==> config.mk <==
export PLATFORM = sky130hd
export DESIGN_NAME = rpc_prep
export DESIGN_NICKNAME = d
export VERILOG_FILES = /design/src/rtl/rpc_pkg.sv /design/src/rtl/rpc_prep.sv
export SDC_FILE = /design/constraint.sdc
export NUM_CORES = 1
export LEC_CHECK = 0
export BUFFER_PORTS_ARGS = -buffer_cell sky130_fd_sc_hd__buf_4
export CAP_MARGIN = 20
export CORE_MARGIN = 3
export CORE_UTILIZATION = 60
export CTS_BUF_LIST = sky130_fd_sc_hd__clkbuf_4 sky130_fd_sc_hd__clkbuf_8
export CTS_CLUSTER_SIZE = 24
export DETAILED_ROUTE_END_ITERATION = 16
export HOLD_SLACK_MARGIN = 0.03
export PLACE_DENSITY = 0.81
export SLEW_MARGIN = 10
export SYNTH_ARGS = -nofsm -noshare
export SYNTH_HDL_FRONTEND = slang
export SYNTH_SLANG_ARGS = --single-unit
==> constraint.sdc <==
create_clock -name clk -period 6.97 [get_ports clk]
set_input_delay 1.394 -clock clk [delete_from_list [all_inputs] [get_ports clk]]
set_output_delay 1.394 -clock clk [all_outputs]
set_load 0.01 [all_outputs]
==> src/rtl/rpc_pkg.sv <==
// Shared types, constants and the arctangent table of the rectangular/polar converter.
`timescale 1ns / 1ps
package rpc_pkg;

  localparam int IN_W = 32;
  localparam int OA_W = 33;
  localparam int OB_W = 32;
  localparam int IN_TDATA_W = 64;
  localparam int OUT_TDATA_W = 72;

  localparam int DEF_FRAC_BITS = 16;
  localparam int DEF_STAGES = 24;

  // Datapath widths: coordinates carry GUARD extra fraction bits, angles ANG_BITS.
  localparam int GUARD = 24;
  localparam int ANG_BITS = 32;
  localparam int XW = 60;
  localparam int ZW = 42;
  localparam int MW = XW - 1;
  localparam int SW = XW - GUARD;

  // Angle reduction modulo 360 degrees is done as a reduction modulo 45 of the
  // angle shifted right by three plus the fraction bits.
  localparam int UW = 24;
  localparam int RW = 25;
  localparam int RSH = 30;
  localparam int QW = UW + RW - RSH;
  localparam logic [RW-1:0] RECIP_45 = 25'd23860929;
  localparam logic [UW-1:0] MOD_OFFSET = 24'd5898240;
  localparam logic [6:0] ANGLE_MOD = 7'd45;

  localparam logic [31:0] GAIN_Q32 = 32'd2608131496;
  localparam logic signed [ZW-1:0] HALF_TURN = 42'sd773094113280;
  localparam logic signed [ZW-1:0] QUARTER_TURN = 42'sd386547056640;

  typedef enum logic {
    FUNC_RECT2POL = 1'b0,
    FUNC_POL2RECT = 1'b1
  } func_t;

  typedef struct packed {
    logic  vld;
    func_t func;
    logic  zero;
    logic  neg;
  } ctl_t;

  // atan(2^-i) in degrees with ANG_BITS fraction bits, rounded.
  function automatic logic [ZW-1:0] atan_deg(input int idx);
    logic [ZW-1:0] v;
    unique case (idx)
      0:  v = 42'd193273528320;
      1:  v = 42'd114096026022;
      2:  v = 42'd60285206654;
      3:  v = 42'd30601712202;
      4:  v = 42'd15360239180;
      5:  v = 42'd7687607525;
      6:  v = 42'd3844741810;
      7:  v = 42'd1922488225;
      8:  v = 42'd961258780;
      9:  v = 42'd480631223;
      10: v = 42'd240315841;
      11: v = 42'd120157949;
      12: v = 42'd60078978;
      13: v = 42'd30039489;
      14: v = 42'd15019745;
      15: v = 42'd7509872;
      16: v = 42'd3754936;
      17: v = 42'd1877468;
      18: v = 42'd938734;
      19: v = 42'd469367;
      20: v = 42'd234684;
      21: v = 42'd117342;
      22: v = 42'd58671;
      23: v = 42'd29335;
      24: v = 42'd14668;
      25: v = 42'd7334;
      26: v = 42'd3667;
      27: v = 42'd1833;
      28: v = 42'd917;
      29: v = 42'd458;
      30: v = 42'd229;
      31: v = 42'd115;
      default: v = '0;
    endcase
    return v;
  endfunction

endpackage

==> src/rtl/rpc_prep.sv <==
// Input conditioning: scaling, half-plane turn, angle reduction and quadrant fold.
`timescale 1ns / 1ps
module rpc_prep import rpc_pkg::*; #(
  parameter int FRAC_BITS = DEF_FRAC_BITS
) (
  input  logic                  clk,
  input  logic                  rst_n,
  input  logic                  en,
  input  logic                  in_vld,
  input  func_t                 in_func,
  input  logic signed [IN_W-1:0] in_a,
  input  logic signed [IN_W-1:0] in_b,
  output ctl_t                  ctl_o,
  output logic signed [XW-1:0]  x_o,
  output logic signed [XW-1:0]  y_o,
  output logic signed [ZW-1:0]  z_o
);

  localparam int LOW_BITS = FRAC_BITS + 3;
  localparam logic [33:0] LOW_MASK = (34'd1 << LOW_BITS) - 34'd1;

  ctl_t ctl1_r, ctl1_nxt, ctl2_r, ctl3_r, ctl4_r, ctl4_nxt;
  logic signed [XW-1:0] x1_r, x1_nxt, y1_r, y1_nxt, x2_r, y2_r, x3_r, y3_r, x4_r, y4_r;
  logic signed [ZW-1:0] z1_r, z1_nxt, z2_r, z3_r, z3_nxt, z4_r, z4_nxt;
  logic [UW-1:0] u1_r, u1_nxt, u2_r;
  logic [33:0] low1_r, low1_nxt, low2_r;
  logic [QW-1:0] q2_r, q2_nxt;

  logic signed [XW-1:0] a_w, b_w;
  logic signed [33:0] bp, bv;
  logic [UW+RW-1:0] prod;
  logic [UW-1:0] rem, q45;
  logic [6:0] r7;
  logic [5:0] r6;
  logic [ZW-1:0] zraw;
  logic signed [ZW-1:0] zt;

  // Stage 1: scale the coordinates, turn left half-plane vectors, offset the angle by 180 degrees.
  always_comb begin
    a_w = XW'(in_a) <<< GUARD;
    b_w = XW'(in_b) <<< GUARD;
    ctl1_nxt.vld = in_vld;
    ctl1_nxt.func = in_func;
    ctl1_nxt.zero = (in_a == '0) && (in_b == '0);
    ctl1_nxt.neg = 1'b0;
    x1_nxt = a_w;
    y1_nxt = '0;
    z1_nxt = '0;
    if (in_func == FUNC_RECT2POL) begin
      y1_nxt = b_w;
      // A vector in the left half-plane is turned by 180 degrees first.
      if (in_a[IN_W-1]) begin
        x1_nxt = -a_w;
        y1_nxt = -b_w;
        z1_nxt = in_b[IN_W-1] ? -HALF_TURN : HALF_TURN;
      end
    end
    bp = 34'(in_b) + (34'sd180 <<< FRAC_BITS);
    bv = bp >>> LOW_BITS;
    u1_nxt = UW'(bv + 34'(MOD_OFFSET));
    low1_nxt = bp & LOW_MASK;
  end

  // Stage 2: quotient estimate by reciprocal multiplication.
  always_comb begin
    prod = (UW+RW)'(u1_r) * (UW+RW)'(RECIP_45);
    q2_nxt = prod[UW+RW-1:RSH];
  end

  // Stage 3: remainder with one correction, then, for polar input, the reduced angle in [-180, 180).
  always_comb begin
    q45 = UW'(q2_r) * UW'(ANGLE_MOD);
    rem = u2_r - q45;
    r7 = rem[6:0];
    r6 = (r7 >= ANGLE_MOD) ? 6'(r7 - ANGLE_MOD) : r7[5:0];
    zraw = (ZW'(r6) << LOW_BITS) | ZW'(low2_r);
    zt = $signed(zraw) - $signed(ZW'(180) << FRAC_BITS);
    z3_nxt = (ctl2_r.func == FUNC_POL2RECT) ? (zt <<< (ANG_BITS - FRAC_BITS)) : z2_r;
  end

  // Stage 4: fold angles beyond a quarter turn and remember to negate the result.
  always_comb begin
    ctl4_nxt = ctl3_r;
    z4_nxt = z3_r;
    if (ctl3_r.func == FUNC_POL2RECT) begin
      if (z3_r > QUARTER_TURN) begin
        z4_nxt = z3_r - HALF_TURN;
        ctl4_nxt.neg = 1'b1;
      end else if (z3_r < -QUARTER_TURN) begin
        z4_nxt = z3_r + HALF_TURN;
        ctl4_nxt.neg = 1'b1;
      end
    end
  end

  always_ff @(posedge clk) begin
    if (!rst_n) begin
      ctl1_r.vld <= 1'b0;
      ctl2_r.vld <= 1'b0;
      ctl3_r.vld <= 1'b0;
      ctl4_r.vld <= 1'b0;
    end else if (en) begin
      ctl1_r.vld <= ctl1_nxt.vld;
      ctl2_r.vld <= ctl1_r.vld;
      ctl3_r.vld <= ctl2_r.vld;
      ctl4_r.vld <= ctl4_nxt.vld;
    end
  end

  always_ff @(posedge clk) begin
    if (en) begin
      ctl1_r.func <= ctl1_nxt.func;
      ctl1_r.zero <= ctl1_nxt.zero;
      ctl1_r.neg <= ctl1_nxt.neg;
      ctl2_r.func <= ctl1_r.func;
      ctl2_r.zero <= ctl1_r.zero;
      ctl2_r.neg <= ctl1_r.neg;
      ctl3_r.func <= ctl2_r.func;
      ctl3_r.zero <= ctl2_r.zero;
      ctl3_r.neg <= ctl2_r.neg;
      ctl4_r.func <= ctl4_nxt.func;
      ctl4_r.zero <= ctl4_nxt.zero;
      ctl4_r.neg <= ctl4_nxt.neg;
      x1_r <= x1_nxt;
      y1_r <= y1_nxt;
      z1_r <= z1_nxt;
      u1_r <= u1_nxt;
      low1_r <= low1_nxt;
      x2_r <= x1_r;
      y2_r <= y1_r;
      z2_r <= z1_r;
      u2_r <= u1_r;
      low2_r <= low1_r;
      q2_r <= q2_nxt;
      x3_r <= x2_r;
      y3_r <= y2_r;
      z3_r <= z3_nxt;
      x4_r <= x3_r;
      y4_r <= y3_r;
      z4_r <= z4_nxt;
    end
  end

  assign ctl_o = ctl4_r;
  assign x_o = x4_r;
  assign y_o = y4_r;
  assign z_o = z4_r;

endmodule

==> reports/metrics.yaml, run 1 <==
final_nets: 2090
drive_above_1_share_pct: 16.31
synth_ff_type: "edfxtp_1"
maxCapViolations: 0
cp.arrival_ps: 6710
status: "finished, final reports clean"
hold_depth: 0
wirelength_um: 41910
slew_headroom_pct: 41.59
synth_edf_count: 422
cts.sinks: 426
clock-root-buffer: "clkbuf_8"
ys_warn_count: 0
required_ps: 7300
coreArea_mm2: 0.03497
wl_per_cell_um: 18.51
cts_buffer_depth: 3
grt_first_pass_wirelength_um: 64050
finClkSkew_ps: 31.22
worst_pin_slew_ps: 876.2
synthCells: 1538
cts_made_buffers: 68
num_vias: 11820
cp-end-kind: "flip-flop"
cpLargestDelayFamily: "adder cells"
place.detailed.hpwl_um: 31860
cp_max_fo: 5
syn_area_per_cell_um2: 14.04
gp_congestion: 0.9171
grt_pass1_vias: 11850
synth_seq_cells: 426
min_path_type: "flip-flop to flip-flop"
synth_top_area_share_pct: 58.70
syn-cell-area_mm2: 0.02159
ff2ff_setup_slack_ps: 590
insertion_delay_ps: 590
drtPass1Iterations: 5
syn2layout_area_growth_pct: 13.27
synth-seq-area-share_pct: 59.07
final_antenna_net_count: 0
cp_cell_sequence: "ha_1 > fa_1 > inv_1 > fa_1 > inv_1 > ha_1 > fa_1 > fa_1 > inv_1 > fa_1 > inv_1 > ha_1 > and4_1 > o2111ai_1 > nor2_1 > a2111oi_0 > o2111a_1 > o21ai_0 > a31o_2 > a21oi_1 > xnor2_1"
setup_ws_ps: 590.8
slew_viol_final: 0
cts_resized: 0
ys_types: 57
post-route-util_pct: 69.93
dieHeight_um: 195.7
yosysTopAreaCell: "edfxtp_1"
post_cts_buffers: 0
grt_max_degree: 181
async_reset_ff_share_pct: 0
antenna_found_initial: 3
hold_end: "y_o[44]"
reg2regPathDepth: 21
fin_crit_sh_pct: 91.52
drtIter0Drc: 804
fp.dieArea_mm2: 0.03829
start_kind: "flip-flop"
htree_levels: 3
critPathBufInv: 4
max_freq_mhz: 156.8
path_clk_slew_ps: 70
fin_crit_ps: 6379
finalHoldViolCount: 0
r2r_end: "q2_r[6]"
io_buffers: 170
grt.overflow.total: 0
hold_buffers: 0
cpMostUsedCell: "fa_1"
setup_viol: 0
track_usage_pct: 21.80
std_cell_rows: 68
crit_path_top_delay_cell: "a2111oi_0"
min_from: "y3_r[44]"
drc: 0
rsz0062_at_grt: "false"
cts_tree: "done"
io_pins: 235
fin_hold_ws_ps: 398.0
r2r_start: "u1_r[6]"
start_util_pct: 61.74
viasPerCell: 5.219
critical_path.max_stage_delay_ps: 570
path_class: "flip-flop to flip-flop"
place_ws_ps: 599.3
die_w_um: 195.7
synthTopCellsByArea: "edfxtp_1, fa_1, ha_1, inv_1, xnor2_1"
fin_tns_setup_ps: 0
worst max path at each step:
stage	startpoint	end	slack, ps	depth (start not counted)
after floorplan	u1_r[16]	q2_r[6]	1010	22
after detailed placement	u1_r[11]	q2_r[6]	600	21
final	u1_r[6]	q2_r[6]	590	21
after global placement	u1_r[6]	q2_r[6]	660	21
after global routing	u1_r[9]	q2_r[6]	270	21
after CTS	u1_r[11]	q2_r[6]	580	21
layout make-up:
cell class / count / area, um2
Antenna cell: 1 / 2.502
Timing Repair Buffer: 174 / 1339
Fill cell: 2291 / 10520
Clock inverter: 36 / 219.0
Sequential cell: 426 / 12750
Inverter: 262 / 983.4
Multi-Input combinational cell: 824 / 7510
Tap cell: 455 / 569.3
Clock buffer: 87 / 1079
stage by stage:
stage / std cells / area (um2)
2_1_floorplan: 1602 / 21830
3_3_place_gp: 2141 / 23150
3_5_place_dp: 2141 / 23150
4_1_cts: 2264 / 24450
5_1_grt: 2265 / 24450
6_report: 2265 / 24450
per-layer routing:
| metal | global-route usage [%] | vias to the layer above | part of all wire [%] |
|---|---|---|---|
| li1 | - | 5598 | - |
| met4 | 8.027 | 4 | 3.2 |
| met1 | 29.90 | 5718 | 42 |
| met2 | 34.71 | 415 | 48 |
| met3 | 4.963 | 86 | 7.4 |
| met5 | 0 | - | 0.060 |
cell usage in the layout, fill, tap and decap left out, types with 20 or more instances in the layout:
cell type    n
a21oi_1     34
nor2_1      74
edfxtp_1   422
ha_1       162
nand2_1     42
o21ai_0     46
buf_4      171
conb_1      65
xnor2_1     59
clkbuf_8    68
inv_1      262
and2_1      26
fa_1       103
clkinv_1    20
xor2_1      47
logic make-up (layout without fill, tap and decap cells):
group	Yosys count	in the layout	synth area share, %
flops	426	426	59.07
buf+inv	352	559	7.262
fa+ha+maj	265	265	18.94
simple gates	221	221	5.257
compound gates	156	156	4.578
xor+xnor	107	107	4.405
mux	10	10	0.4752
other cells	1	66	0.01737
state kept, by name, summed over array words and instances (netlist names), 26 cells and up:
name and cells:
y1_r 36, z3_r 26, y_o 36, z_o 26
x_o 36, y2_r 36, x2_r 36, y3_r 36
x3_r 36, x1_r 36
cells in the mapped netlist, drive strengths merged (16+ instances only):
library cell and instances:
edfxtp 422, inv 262, ha 162, fa 103
nor2 74, buf 67, xnor2 59, o21ai 47
xor2 47, nand2 42, a21oi 35, and2 26
clkbuf 23, o31ai 16
Power of run 1 is not shown: default switching activity piles up to over one toggle a cycle in this logic, so the estimate is an artifact.
==> run 2: changes to the inputs <==
--- a/config.mk
+++ b/config.mk
@@ -7,13 +7,16 @@
 export LEC_CHECK = 0
 export BUFFER_PORTS_ARGS = -buffer_cell sky130_fd_sc_hd__buf_4
 export CAP_MARGIN = 20
+export CELL_PAD_IN_SITES_DETAIL_PLACEMENT = 0
+export CELL_PAD_IN_SITES_GLOBAL_PLACEMENT = 1
+export CORE_ASPECT_RATIO = 1.1
 export CORE_MARGIN = 3
-export CORE_UTILIZATION = 60
+export CORE_UTILIZATION = 51
 export CTS_BUF_LIST = sky130_fd_sc_hd__clkbuf_4 sky130_fd_sc_hd__clkbuf_8
 export CTS_CLUSTER_SIZE = 24
 export DETAILED_ROUTE_END_ITERATION = 16
 export HOLD_SLACK_MARGIN = 0.03
-export PLACE_DENSITY = 0.81
+export PLACE_DENSITY_LB_ADDON = 0.1
 export SLEW_MARGIN = 10
 export SYNTH_ARGS = -nofsm -noshare
 export SYNTH_HDL_FRONTEND = slang
==> run 2 against run 1 <==
  * First-iteration DRC count down 36%
  * Hold slack gained 1.1 ps
  * Final cell count is 4.4% higher
  * Register-to-register slack hardly changed
==> reports/metrics.yaml, run 2 (synthesized netlist as in run 1, its figures left out) <==
wl_per_cell_um: 17.16  # was 18.51 um
maxCapViolations: 0  # unchanged
dpl-instance-area_mm2: 0.02329  # was 0.02315 mm2
drtIter0Drc: 514  # was 804
slew_viol_final: 0  # unchanged
final_design_area_no_fill_mm2: 0.02458  # was 0.02445 mm2
crit_path_top_delay_cell: "a2111oi_0"  # unchanged
fillers: 3309  # was 2291
r2r_end: "q2_r[6]"  # unchanged
grt_max_degree: 141  # was 181
start_kind: "flip-flop"  # unchanged
post_cts_buffers: 0  # unchanged
cp_max_fo: 5  # unchanged
fin_crit_ps: 6370  # was 6379 ps
cp.arrival_ps: 6730  # was 6710 ps
r2r_start: "u1_r[6]"  # unchanged
finalHoldViolCount: 0  # unchanged
required_ps: 7330  # was 7300 ps
seq_area_mm2: 0.01275  # unchanged
final_common_cell: "edfxtp_1"  # unchanged
worst_pin_slew_ps: 965.4  # was 876.2 ps
wirelength_um: 40570  # was 41910 um
fin_tns_setup_ps: 0  # unchanged
cts_buffer_depth: 3  # unchanged
setup_viol: 0  # unchanged
startpoint: "u1_r[6]"  # unchanged
critical_path.max_stage_delay_ps: 590  # was 570 ps
use_met1_pct: 23.55  # was 29.90%
grt.overflow.total: 0  # unchanged
io_pins: 235  # unchanged
syn2layout_area_growth_pct: 13.87  # was 13.27%
drc: 0  # unchanged
min_path_type: "flip-flop to flip-flop"  # unchanged
drive_above_1_share_pct: 16.68  # was 16.31%
coreArea_mm2: 0.04148  # was 0.03497 mm2
grt_pass1_vias: 11400  # was 11850
grt-busiest-layer: "met2"  # unchanged
grt_util_met2_pct: 29.18  # was 34.71%
grt_use_met3_pct: 5.124  # was 4.963%
place.detailed.hpwl_um: 30430  # was 31860 um
final_nets: 2091  # was 2090
cts_made_buffers: 68  # unchanged
antenna_found_initial: 1  # was 3
gp_congestion: 0.8697  # was 0.9171
dieHeight_um: 221.8  # was 195.7 um
cts_tree: "done"  # unchanged
endpoint: "q2_r[6]"  # unchanged
cp-end-kind: "flip-flop"  # unchanged
insertion_delay_ps: 620  # was 590 ps
cp_cell_sequence: "ha_1 > fa_1 > inv_1 > fa_1 > inv_1 > ha_1 > fa_1 > fa_1 > inv_1 > fa_1 > inv_1 > ha_1 > and4_1 > o2111ai_1 > nor2_1 > a2111oi_0 > o2111a_1 > o21ai_0 > a31o_2 > a21oi_1 > xnor2_1"  # unchanged
finClkSkew_ps: 32.28  # was 31.22 ps
track_usage_pct: 17.94  # was 21.80%
cts.sinks: 426  # unchanged
fp.dieArea_mm2: 0.04484  # was 0.03829 mm2
htree_levels: 3  # unchanged
num_vias: 11570  # was 11820
final_antenna_net_count: 0  # unchanged
mostFrequentLayoutCells: "edfxtp_1, inv_1, buf_4, ha_1, fa_1"  # unchanged
rsz0062_at_grt: "false"  # unchanged
slew_headroom_pct: 35.64  # was 41.59%
std_cell_rows: 78  # was 68
multi_input_area_mm2: 0.007510  # unchanged
clock-root-buffer: "clkbuf_8"  # unchanged
grt_first_pass_wirelength_um: 61670  # was 64050 um
ff2ff_setup_slack_ps: 600  # was 590 ps
max_freq_mhz: 157.0  # was 156.8 MHz
drtPass1Iterations: 4  # was 5
viasPerCell: 4.893  # was 5.219
die_w_um: 202.2  # was 195.7 um
io_buffers: 170  # unchanged
path_clk_slew_ps: 60  # was 70 ps
status: "finished, final reports clean"  # unchanged
reg2regPathDepth: 21  # unchanged
cts_resized: 0  # unchanged
fin_crit_sh_pct: 91.40  # was 91.52%
min_from: "y2_r[39]"  # was y3_r[44]
hold_buffers: 0  # unchanged
diodes: 0  # was 1
start_util_pct: 52.05  # was 61.74%
cpMostUsedCell: "fa_1"  # unchanged
path_class: "flip-flop to flip-flop"  # unchanged
-- run 2: cell count changes in the layout (fill, tap and decap cells not counted), sizes merged --
cell,previous run,this run
bufinv,1,0
diode,1,0
buf,174,175
clkbuf,87,100
clkinvlp,4,3
clkinv,28,12
-- run 2: area by class of cell --
type	count	share of cell area, %
Multi-Input combinational cell	824	30.55
Tap cell	560	2.850
Clock buffer	100	4.810
Clock inverter	18	0.4428
Sequential cell	426	51.87
Inverter	262	4.000
Timing Repair Buffer	175	5.476
-- run 2: critical path, delay by kind of cell (launching register included) --
| family | cells | cell delay (ps) |
|---|---|---|
| and+or+nand+nor | 2 | 260 |
| adders and majority gates | 8 | 3540 |
| xor gates and xnor gates | 1 | 80 |
| AOI/OAI and AO/OA | 6 | 1540 |
| DFF | 1 | 460 |
| buffers and inverters | 4 | 210 |
-- run 2: metrics by stage --
step,std cells,util (%),setup slack (ps),hold WS [ps]
detailed placement,2247,56.16,536.4,404.5
global route,2365,59.27,322.6,398.8
CTS,2365,59.27,547.5,399.3
global placement,2247,56.16,675.6,400.2
finish,2365,59.27,599.7,399.1
floorplan,1602,-,1008,400.3
-- run 2: how the worst min path moves through the flow --
| stage | endpoint | slack [ps] | cells past startpoint |
|---|---|---|---|
| detailed placement | x2_r[25] | 400 | 0 |
| floorplan | ctl2_r[1] | 400 | 0 |
| finish | y3_r[39] | 400 | 0 |
| CTS | x_o[53] | 400 | 0 |
| global placement | x3_r[51] | 400 | 0 |
| global route | y2_r[57] | 400 | 0 |
-- run 2: metal layers --
metal,share of wire [%],vias to the layer above
met5,0.032,-
met3,6.5,61
li1,-,5594
met4,2.2,2
met1,43,5633
met2,48,281
Power of run 2 is left out for the same reason.
